<file path="src/design/rlsc_pkg.sv">
// ----------------------------------------------------------------------------
// rlsc_pkg
// shared types, register indexes and reset values of the rear light signal
// controller
// ----------------------------------------------------------------------------
package rlsc_pkg;

  localparam int TIME_BITS_DEF = 32;
  localparam int DUTY_BITS_DEF = 8;

  localparam int IN_TIME_W = 32;
  localparam int TICKS_W   = 16;
  localparam int DUTY_W    = 8;
  localparam int CFG_IDX_W = 3;
  localparam int CFG_DATA_W = 16;

  typedef enum logic [CFG_IDX_W-1:0] {
    REG_LOCKOUT      = 3'd0,
    REG_PULSE_ON     = 3'd1,
    REG_PULSE_PERIOD = 3'd2,
    REG_FLASH_HALF   = 3'd3,
    REG_DUTY_FULL    = 3'd4,
    REG_DUTY_HALF    = 3'd5
  } cfg_idx_t;

  localparam logic [TICKS_W-1:0] LOCKOUT_RST      = 16'd50;
  localparam logic [TICKS_W-1:0] PULSE_ON_RST     = 16'd10;
  localparam logic [TICKS_W-1:0] PULSE_PERIOD_RST = 16'd1000;
  localparam logic [TICKS_W-1:0] FLASH_HALF_RST   = 16'd333;
  localparam logic [DUTY_W-1:0]  DUTY_FULL_RST    = 8'd255;
  localparam logic [DUTY_W-1:0]  DUTY_HALF_RST    = 8'd127;

  typedef enum logic [1:0] {
    MODE_OFF   = 2'd0,
    MODE_LEFT  = 2'd1,
    MODE_RIGHT = 2'd2
  } mode_t;

  typedef struct packed {
    logic [TICKS_W-1:0] lockout;
    logic [TICKS_W-1:0] pulse_on;
    logic [TICKS_W-1:0] pulse_period;
    logic [TICKS_W-1:0] flash_half;
    logic [DUTY_W-1:0]  duty_full;
    logic [DUTY_W-1:0]  duty_half;
  } cfg_t;

  typedef struct packed {
    logic read_ok;
    logic left_button;
    logic right_button;
    logic left_brake_on;
    logic right_brake_on;
  } switches_t;

  typedef struct packed {
    logic [DUTY_W-1:0] duty_left;
    logic [DUTY_W-1:0] duty_right;
    logic              brake_active;
    mode_t             signal_mode;
  } result_t;

endpackage

</file>
<file path="src/design/rlsc_in_if.sv">
// ----------------------------------------------------------------------------
// rlsc_in_if
// poll sample request channel
// ----------------------------------------------------------------------------
interface rlsc_in_if;
  logic                           valid;
  logic                           ready;
  logic [rlsc_pkg::IN_TIME_W-1:0] time_now;
  logic                           read_ok;
  logic                           left_button;
  logic                           right_button;
  logic                           left_brake_on;
  logic                           right_brake_on;

  modport source (
    output valid, time_now, read_ok, left_button, right_button,
           left_brake_on, right_brake_on,
    input  ready
  );
  modport sink (
    input  valid, time_now, read_ok, left_button, right_button,
           left_brake_on, right_brake_on,
    output ready
  );
endinterface

</file>
<file path="src/design/rlsc_out_if.sv">
// ----------------------------------------------------------------------------
// rlsc_out_if
// lamp duty result channel
// ----------------------------------------------------------------------------
interface rlsc_out_if;
  logic                        valid;
  logic                        ready;
  logic [rlsc_pkg::DUTY_W-1:0] duty_left;
  logic [rlsc_pkg::DUTY_W-1:0] duty_right;
  logic                        brake_active;
  logic [1:0]                  signal_mode;

  modport source (
    output valid, duty_left, duty_right, brake_active, signal_mode,
    input  ready
  );
  modport sink (
    input  valid, duty_left, duty_right, brake_active, signal_mode,
    output ready
  );
endinterface

</file>
<file path="src/design/rear_light_signal_controller_top.sv">
// ----------------------------------------------------------------------------
// rear_light_signal_controller_top
// turn signal, brake and running light duty controller for two rear lamps
// ----------------------------------------------------------------------------
// Takes one poll sample per clock cycle while results are being taken and
// returns one duty result per sample: the sample lands in an input register,
// one pass of compare and subtract logic on the timer state produces the
// result, and it is held in an output register until taken. Both registers
// stall independently, so a new sample is accepted while a finished result
// waits. Configuration writes take effect on the next sample and are meant to
// be made with no request in flight.
// ----------------------------------------------------------------------------
module rear_light_signal_controller_top #(
  parameter int TIME_BITS = rlsc_pkg::TIME_BITS_DEF,
  parameter int DUTY_BITS = rlsc_pkg::DUTY_BITS_DEF
) (
  input  logic                            clk,
  input  logic                            rst_n,
  rlsc_in_if.sink                         in_if,
  rlsc_out_if.source                      out_if,
  input  logic                            cfg_we,
  input  logic [rlsc_pkg::CFG_IDX_W-1:0]  cfg_addr,
  input  logic [rlsc_pkg::CFG_DATA_W-1:0] cfg_wdata
);

  rlsc_pkg::cfg_t       cfg_r;
  logic                 in_valid_r, out_valid_r;
  logic [TIME_BITS-1:0] now_r;
  rlsc_pkg::switches_t  sw_r;
  rlsc_pkg::result_t    res_nxt, res_r;
  logic                 advance;

  assign advance      = in_valid_r & (~out_valid_r | out_if.ready);
  assign in_if.ready  = ~in_valid_r | advance;

  // config registers
  always_ff @(posedge clk) begin
    if (!rst_n) begin
      cfg_r.lockout      <= rlsc_pkg::LOCKOUT_RST;
      cfg_r.pulse_on     <= rlsc_pkg::PULSE_ON_RST;
      cfg_r.pulse_period <= rlsc_pkg::PULSE_PERIOD_RST;
      cfg_r.flash_half   <= rlsc_pkg::FLASH_HALF_RST;
      cfg_r.duty_full    <= rlsc_pkg::DUTY_FULL_RST;
      cfg_r.duty_half    <= rlsc_pkg::DUTY_HALF_RST;
    end else if (cfg_we) begin
      case (cfg_addr)
        rlsc_pkg::REG_LOCKOUT:      cfg_r.lockout      <= cfg_wdata;
        rlsc_pkg::REG_PULSE_ON:     cfg_r.pulse_on     <= cfg_wdata;
        rlsc_pkg::REG_PULSE_PERIOD: cfg_r.pulse_period <= cfg_wdata;
        rlsc_pkg::REG_FLASH_HALF:   cfg_r.flash_half   <= cfg_wdata;
        rlsc_pkg::REG_DUTY_FULL:    cfg_r.duty_full    <= cfg_wdata[rlsc_pkg::DUTY_W-1:0];
        rlsc_pkg::REG_DUTY_HALF:    cfg_r.duty_half    <= cfg_wdata[rlsc_pkg::DUTY_W-1:0];
        default: begin
        end
      endcase
    end
  end

  // input register
  always_ff @(posedge clk) begin
    if (!rst_n) begin
      in_valid_r <= 1'b0;
    end else if (in_if.ready) begin
      in_valid_r <= in_if.valid;
    end
  end

  always_ff @(posedge clk) begin
    if (in_if.valid && in_if.ready) begin
      now_r             <= TIME_BITS'(in_if.time_now);
      sw_r.read_ok      <= in_if.read_ok;
      sw_r.left_button  <= in_if.left_button;
      sw_r.right_button <= in_if.right_button;
      sw_r.left_brake_on  <= in_if.left_brake_on;
      sw_r.right_brake_on <= in_if.right_brake_on;
    end
  end

  rlsc_core #(
    .TIME_BITS (TIME_BITS),
    .DUTY_BITS (DUTY_BITS)
  ) u_core (
    .clk     (clk),
    .rst_n   (rst_n),
    .step_en (advance),
    .now     (now_r),
    .sw      (sw_r),
    .cfg     (cfg_r),
    .result  (res_nxt)
  );

  // result register
  always_ff @(posedge clk) begin
    if (!rst_n) begin
      out_valid_r <= 1'b0;
    end else if (advance) begin
      out_valid_r <= 1'b1;
    end else if (out_if.ready) begin
      out_valid_r <= 1'b0;
    end
  end

  always_ff @(posedge clk) begin
    if (advance) begin
      res_r <= res_nxt;
    end
  end

  assign out_if.valid        = out_valid_r;
  assign out_if.duty_left    = res_r.duty_left;
  assign out_if.duty_right   = res_r.duty_right;
  assign out_if.brake_active = res_r.brake_active;
  assign out_if.signal_mode  = res_r.signal_mode;

endmodule

</file>
<file path="src/design/rlsc_core.sv">
// ----------------------------------------------------------------------------
// rlsc_core
// button edge and lockout logic, pulse and flash timers, lamp priority
// ----------------------------------------------------------------------------
module rlsc_core #(
  parameter int TIME_BITS = rlsc_pkg::TIME_BITS_DEF,
  parameter int DUTY_BITS = rlsc_pkg::DUTY_BITS_DEF
) (
  input  logic                 clk,
  input  logic                 rst_n,
  input  logic                 step_en,
  input  logic [TIME_BITS-1:0] now,
  input  rlsc_pkg::switches_t  sw,
  input  rlsc_pkg::cfg_t       cfg,
  output rlsc_pkg::result_t    result
);

  localparam logic [rlsc_pkg::DUTY_W-1:0] DUTY_MASK =
    (DUTY_BITS >= rlsc_pkg::DUTY_W) ? {rlsc_pkg::DUTY_W{1'b1}} :
    rlsc_pkg::DUTY_W'((1 << DUTY_BITS) - 1);

  logic                 prev_left_r, prev_right_r, flash_bright_r;
  logic [TIME_BITS-1:0] left_press_r, right_press_r, pulse_start_r, flash_start_r;
  rlsc_pkg::mode_t      mode_r;

  logic                 prev_left_nxt, prev_right_nxt, flash_bright_nxt;
  logic [TIME_BITS-1:0] left_press_nxt, right_press_nxt, pulse_start_nxt, flash_start_nxt;
  rlsc_pkg::mode_t      mode_nxt, mode_mid;

  logic                 lb, rb, brake;
  logic                 left_fire, right_fire, flash_restart, bright_mid, flash_toggle;
  logic                 pulse_in_on, pulse_restart, pulse_lit;
  logic [TIME_BITS-1:0] lockout_w, pulse_diff, flash_diff;
  logic [rlsc_pkg::DUTY_W-1:0] duty_l, duty_r;

  assign lb    = sw.read_ok & sw.left_button;
  assign rb    = sw.read_ok & sw.right_button;
  assign brake = sw.read_ok & (sw.left_brake_on | sw.right_brake_on);
  assign lockout_w = TIME_BITS'(cfg.lockout);

  always_comb begin
    left_fire  = lb & ~prev_left_r & ((now - left_press_r) > lockout_w);
    mode_mid   = mode_r;
    if (left_fire) begin
      mode_mid = (mode_r == rlsc_pkg::MODE_LEFT) ? rlsc_pkg::MODE_OFF : rlsc_pkg::MODE_LEFT;
    end
    right_fire = rb & ~prev_right_r & ((now - right_press_r) > lockout_w);
    mode_nxt   = mode_mid;
    if (right_fire) begin
      mode_nxt = (mode_mid == rlsc_pkg::MODE_RIGHT) ? rlsc_pkg::MODE_OFF : rlsc_pkg::MODE_RIGHT;
    end
    flash_restart = (left_fire & (mode_r != rlsc_pkg::MODE_LEFT)) |
                    (right_fire & (mode_mid != rlsc_pkg::MODE_RIGHT));

    prev_left_nxt   = lb;
    prev_right_nxt  = rb;
    left_press_nxt  = left_fire  ? now : left_press_r;
    right_press_nxt = right_fire ? now : right_press_r;

    pulse_diff      = now - pulse_start_r;
    pulse_in_on     = pulse_diff < TIME_BITS'(cfg.pulse_on);
    pulse_restart   = ~pulse_in_on & (pulse_diff >= TIME_BITS'(cfg.pulse_period));
    pulse_start_nxt = pulse_restart ? now : pulse_start_r;
    pulse_lit       = (pulse_in_on | pulse_restart) & (mode_nxt == rlsc_pkg::MODE_OFF);

    bright_mid       = flash_restart | flash_bright_r;
    flash_diff       = flash_restart ? '0 : (now - flash_start_r);
    flash_toggle     = flash_diff >= TIME_BITS'(cfg.flash_half);
    flash_bright_nxt = flash_toggle ? ~bright_mid : bright_mid;
    flash_start_nxt  = (flash_toggle | flash_restart) ? now : flash_start_r;

    if (mode_nxt == rlsc_pkg::MODE_LEFT) begin
      duty_l = flash_bright_nxt ? cfg.duty_full : '0;
    end else if (brake) begin
      duty_l = cfg.duty_full;
    end else if (pulse_lit) begin
      duty_l = cfg.duty_half;
    end else begin
      duty_l = '0;
    end
    if (mode_nxt == rlsc_pkg::MODE_RIGHT) begin
      duty_r = flash_bright_nxt ? cfg.duty_full : '0;
    end else if (brake) begin
      duty_r = cfg.duty_full;
    end else if (pulse_lit) begin
      duty_r = cfg.duty_half;
    end else begin
      duty_r = '0;
    end

    result.duty_left    = duty_l & DUTY_MASK;
    result.duty_right   = duty_r & DUTY_MASK;
    result.brake_active = brake;
    result.signal_mode  = mode_nxt;
  end

  always_ff @(posedge clk) begin
    if (!rst_n) begin
      prev_left_r    <= 1'b0;
      prev_right_r   <= 1'b0;
      flash_bright_r <= 1'b0;
      left_press_r   <= '0;
      right_press_r  <= '0;
      pulse_start_r  <= '0;
      flash_start_r  <= '0;
      mode_r         <= rlsc_pkg::MODE_OFF;
    end else if (step_en) begin
      prev_left_r    <= prev_left_nxt;
      prev_right_r   <= prev_right_nxt;
      flash_bright_r <= flash_bright_nxt;
      left_press_r   <= left_press_nxt;
      right_press_r  <= right_press_nxt;
      pulse_start_r  <= pulse_start_nxt;
      flash_start_r  <= flash_start_nxt;
      mode_r         <= mode_nxt;
    end
  end

`ifndef SYNTHESIS
  a_restart_bright: assert property (@(posedge clk) disable iff (!rst_n)
    step_en && flash_restart && (cfg.flash_half != '0) |=> flash_bright_r)
    else $error("flash restart did not leave the bright half");

  a_no_pulse_in_turn: assert property (@(posedge clk) disable iff (!rst_n)
    step_en && (mode_nxt != rlsc_pkg::MODE_OFF) |-> !pulse_lit)
    else $error("running pulse lit while turn signal active");

  a_hold_when_idle: assert property (@(posedge clk) disable iff (!rst_n)
    !step_en |=> $stable(mode_r) && $stable(flash_start_r) && $stable(pulse_start_r))
    else $error("state moved without a request");

  a_mode_follows_fire: assert property (@(posedge clk) disable iff (!rst_n)
    step_en && !left_fire && !right_fire |=> $stable(mode_r))
    else $error("mode changed without an accepted press");
`endif

endmodule

</file>
<file path="src/flat_wrapper.sv">
// flat-port wrapper written by rule: the top's interface ports become plain ports
module rear_light_signal_controller_top_flat 
#(
  parameter int TIME_BITS = rlsc_pkg::TIME_BITS_DEF,
  parameter int DUTY_BITS = rlsc_pkg::DUTY_BITS_DEF
)
  (clk, rst_n, cfg_we, cfg_addr, cfg_wdata, in_if_valid, in_if_time_now, in_if_read_ok, in_if_left_button, in_if_right_button, in_if_left_brake_on, in_if_right_brake_on, in_if_ready, out_if_valid, out_if_duty_left, out_if_duty_right, out_if_brake_active, out_if_signal_mode, out_if_ready);
  rlsc_in_if in_if_i ();
  rlsc_out_if out_if_i ();
  input  logic clk;
  input  logic rst_n;
  input  logic cfg_we;
  input  logic [rlsc_pkg::CFG_IDX_W-1:0] cfg_addr;
  input  logic [rlsc_pkg::CFG_DATA_W-1:0] cfg_wdata;
  input wire logic [$bits(in_if_i.valid)-1:0] in_if_valid;
  input wire logic [$bits(in_if_i.time_now)-1:0] in_if_time_now;
  input wire logic [$bits(in_if_i.read_ok)-1:0] in_if_read_ok;
  input wire logic [$bits(in_if_i.left_button)-1:0] in_if_left_button;
  input wire logic [$bits(in_if_i.right_button)-1:0] in_if_right_button;
  input wire logic [$bits(in_if_i.left_brake_on)-1:0] in_if_left_brake_on;
  input wire logic [$bits(in_if_i.right_brake_on)-1:0] in_if_right_brake_on;
  output wire logic [$bits(in_if_i.ready)-1:0] in_if_ready;
  output wire logic [$bits(out_if_i.valid)-1:0] out_if_valid;
  output wire logic [$bits(out_if_i.duty_left)-1:0] out_if_duty_left;
  output wire logic [$bits(out_if_i.duty_right)-1:0] out_if_duty_right;
  output wire logic [$bits(out_if_i.brake_active)-1:0] out_if_brake_active;
  output wire logic [$bits(out_if_i.signal_mode)-1:0] out_if_signal_mode;
  input wire logic [$bits(out_if_i.ready)-1:0] out_if_ready;
  assign in_if_i.valid = in_if_valid;
  assign in_if_i.time_now = in_if_time_now;
  assign in_if_i.read_ok = in_if_read_ok;
  assign in_if_i.left_button = in_if_left_button;
  assign in_if_i.right_button = in_if_right_button;
  assign in_if_i.left_brake_on = in_if_left_brake_on;
  assign in_if_i.right_brake_on = in_if_right_brake_on;
  assign in_if_ready = in_if_i.ready;
  assign out_if_valid = out_if_i.valid;
  assign out_if_duty_left = out_if_i.duty_left;
  assign out_if_duty_right = out_if_i.duty_right;
  assign out_if_brake_active = out_if_i.brake_active;
  assign out_if_signal_mode = out_if_i.signal_mode;
  assign out_if_i.ready = out_if_ready;
  rear_light_signal_controller_top #(.TIME_BITS(TIME_BITS), .DUTY_BITS(DUTY_BITS)) u_core (.clk(clk), .rst_n(rst_n), .in_if(in_if_i), .out_if(out_if_i), .cfg_we(cfg_we), .cfg_addr(cfg_addr), .cfg_wdata(cfg_wdata));
endmodule
</file>
<file path="config.mk">
export PLATFORM = sky130hd
export DESIGN_NAME = rear_light_signal_controller_top_flat
export DESIGN_NICKNAME = d
export VERILOG_FILES = /design/src/design/rlsc_pkg.sv /design/src/design/rlsc_in_if.sv /design/src/design/rlsc_out_if.sv /design/src/design/rear_light_signal_controller_top.sv /design/src/design/rlsc_core.sv /design/src/flat_wrapper.sv
export SDC_FILE = /design/constraint.sdc
export NUM_CORES = 1
export LEC_CHECK = 0
export BUFFER_PORTS_ARGS = -buffer_cell sky130_fd_sc_hd__buf_2
export CORE_MARGIN = 2
export CORE_UTILIZATION = 55
export DETAILED_ROUTE_END_ITERATION = 6
export GPL_TIMING_DRIVEN = 0
export PLACE_DENSITY = 0.72
export SKIP_CTS_REPAIR_TIMING = 1
export SLEW_MARGIN = 20
export SYNTH_ARGS = -nofsm -noshare
export SYNTH_HDL_FRONTEND = slang
export SYNTH_SLANG_ARGS = --single-unit
export TNS_END_PERCENT = 100
</file>
<file path="constraint.sdc">
create_clock -name clk -period 16.05 [get_ports clk]
set_input_delay 3.21 -clock clk [delete_from_list [all_inputs] [get_ports clk]]
set_output_delay 3.21 -clock clk [all_outputs]
set_load 0.005 [all_outputs]
</file>
==> flow_metrics.tcl <==
set metrics [dict create \
    hpwl_mm 43.58 \
    io_pins 82 \
    outcome "finished, violations left" \
    die-area_mm2 0.03708 \
    mostFrequentLayoutCells "nand2_1, inv_1, dfxtp_1" \
    rsz0062_at_grt "false" \
    hold_class "reg -> reg" \
    worst_pin_slew_ps 1124 \
    cp_max_fo 8 \
    clk_pin_slew_worst_paths_ps 60 \
    first_global_vias 16574 \
    worstReg2RegStart "u_core.now_r[0]$_DFFE_PP_" \
    clk_latency_ps 550 \
    first_iter_violations 1039 \
    root_buffer "clkbuf_16" \
    cts_tree "yes" \
    reg2reg_slack_ps 5240 \
    async_flop_share_pct 0 \
    ys_types 85 \
    ys_ff_latch 271 \
    layout_commonest_cell "nand2_1" \
    path_class "reg -> reg" \
    maxSlewHeadroom_pct 24.52 \
    synth_edf_count 56 \
    final_hold_viol_count 0 \
    h-tree-depth 2 \
    num-nets-final 2789 \
    synth_cells 2403 \
    setup_viol_count_final 0 \
    initial_core_util_pct 55.38 \
    port_buffers 80 \
    cp_data_required_time_ps 16330 \
    drive_gt1_share_pct 7.188 \
    placedCellCount 2946 \
    cts.sinks 271 \
    track_usage_pct 29.93 \
    hold_path_end "u_core.u_core.flash_start_r[21]$_SDFFE_PN0P_" \
    cp-start-kind "flop" \
    antenna_found_initial 0 \
    grt_first_pass_wirelength_mm 87.16 \
    ys.flop_type "dfxtp_1" \
    wl_per_cell_um 18.42 \
    grt_max_degree 27 \
    drc 1 \
    wirelength_mm 55.40 \
    endpoint_kind "flop" \
    detail-route-antenna-nets 0 \
    power.total_mw 2.086 \
    fin_crit_sh_pct 67.33 \
    netlist_area_mm2 0.01956 \
    failed_checks "DRC" \
    r2r-end "u_core.out_if.duty_right[3]$_DFFE_PP_" \
    yosys_warnings 0 \
    firstDrtPassIters 7 \
    fin_skew_ps 30.87 \
    antenna_cells 0 \
    min_from "u_core.u_core.flash_start_r[21]$_SDFFE_PN0P_" \
    power-per-cell-area_mw_per_mm2 95.71 \
    r2r_cells 37 \
    ys_seq_area_share_pct 30.61 \
    max-cap-violations 0 \
    gp_congestion 0.9431 \
    avgSynthCellArea_um2 8.138 \
    dpl_cell_area_mm2 0.02058 \
    vias 17647 \
    core_mm2 0.03531 \
    viasPerCell 5.869 \
    fmax_mhz 92.54 \
    grt.overflow.total 0 \
    drv_slew 0 \
    fin_crit_ps 10810 \
    slowest_stage "nor4_1" \
    crit_arrival_ps 11080 \
    area_delta_synth_final_pct 11.46 \
    synth.net_count 2671 \
    die_w_um 192.6 \
    critPathMaxStageDelay_ps 700 \
    row_count 69 \
    die_h_um 192.6 \
    fin_cells 3007 \
    design_area_mm2 0.02180 \
    hold_path_depth 2 \
    tns_ps 0 \
    clockBufferDepth 3 \
    ir_drop_mv 0.1029 \
    leakage_nw 8.732 \
    cts_made_buffers 34 \
]
[area by class of cell]
| class | count | area [um2] |
|---|---|---|
| tap | 461 | 576.8 |
| multi-input combinational | 1824 | 12400 |
| clock inverter | 14 | 224.0 |
| sequential | 271 | 5986 |
| clock buffer | 47 | 992.2 |
| inverter | 219 | 822.0 |
| fill | 3159 | 13510 |
| timing repair buffer | 82 | 435.4 |
| buffer | 89 | 357.8 |
[kinds of logic after synthesis]
logic type	count (synthesis)	share of synthesized area [%]
AND/OR/NAND/NOR	818	20.18
AO/OA/AOI/OAI	607	20.50
buffers and inverters	308	6.033
flip-flops	271	30.61
adder cells (fa/ha/maj)	207	13.40
multiplexers	105	5.387
XOR/XNOR	87	3.896
[worst max-delay path: cells and delay by family (launching register included)]
family / cells / cell delay (ps)
DFF: 1 / 530
buffers and inverters: 3 / 570
adders and majority gates: 4 / 1250
and+or+nand+nor: 16 / 4900
xor gates and xnor gates: 1 / 140
AOI/OAI and AO/OA: 13 / 3110
[worst max-delay path by stage]
stage	from	end	cells past startpoint
6_report	u_core.now_r[0]$_DFFE_PP_	u_core.out_if.duty_right[3]$_DFFE_PP_	37
5_1_grt	u_core.now_r[1]$_DFFE_PP_	u_core.out_if.duty_right[3]$_DFFE_PP_	37
4_1_cts	u_core.now_r[0]$_DFFE_PP_	u_core.out_if.duty_right[3]$_DFFE_PP_	37
3_5_place_dp	u_core.now_r[0]$_DFFE_PP_	u_core.out_if.duty_right[3]$_DFFE_PP_	37
3_3_place_gp	u_core.now_r[1]$_DFFE_PP_	u_core.out_if.duty_right[2]$_DFFE_PP_	34
2_1_floorplan	u_core.now_r[0]$_DFFE_PP_	u_core.out_if.duty_right[0]$_DFFE_PP_	37
[power breakdown]
group	internal (mW)	switching [mW]
logic	0.200	0.296
clock network	0.529	0.308
registers	0.725	0.0276
total	1.45	0.632
[layer usage]
metal / share of wire, % / GRT usage [%] / up-vias / wire (um)
met5: 0 / 0 / - / 0
met4: 3.4 / 10.86 / 0 / 1895
met3: 5.0 / 3.855 / 105 / 2778
met2: 47 / 51.18 / 454 / 25910
met1: 45 / 38.62 / 8363 / 24820
li1: - / - / 8725 / -
[metrics by stage]
stage	hold slack [ps]	setup WS (ps)	utilization, %
final	455.1	5244	61.73
after floorplan	434.7	7917	-
after global routing	477.3	4719	61.73
after detailed placement	448.5	5514	58.29
after global placement	443.2	5636	58.15
after CTS	457.4	5400	61.73
[sequential cells by signal, summed over array words and instances, names as in the netlist]
register / cells
u_core.cfg_r: 80
u_core.u_core.prev_right_r: 1
u_core.u_core.right_press_r: 32
u_core.u_core.prev_left_r: 1
u_core.u_core.mode_r: 2
u_core.in_valid_r: 1
u_core.u_core.flash_start_r: 32
u_core.u_core.left_press_r: 32
u_core.out_if.valid: 1
u_core.out_if.duty_right: 8
u_core.now_r: 32
u_core.out_if.signal_mode: 2
u_core.sw_r: 5
u_core.out_if.brake_active: 1
u_core.u_core.pulse_start_r: 32
u_core.out_if.duty_left: 8
u_core.u_core.flash_bright_r: 1
[synthesized netlist by cell type, types with 48 or more instances]
library cell | count | area share, %
nand2_1 | 329 | 6.3
inv_1 | 218 | 4.2
dfxtp_1 | 215 | 22
ha_1 | 203 | 13
a21oi_1 | 189 | 4.8
nor2_1 | 141 | 2.7
nor2b_1 | 120 | 3.8
mux2i_1 | 103 | 5.3
o21ai_0 | 90 | 2.3
clkbuf_1 | 70 | 1.3
xnor2_1 | 59 | 2.6
edfxtp_1 | 56 | 8.6
a21boi_0 | 55 | 2.1
nand3_1 | 49 | 1.3
a21o_1 | 48 | 1.8
No activity file was read; power rests on OpenSTA's default activity.
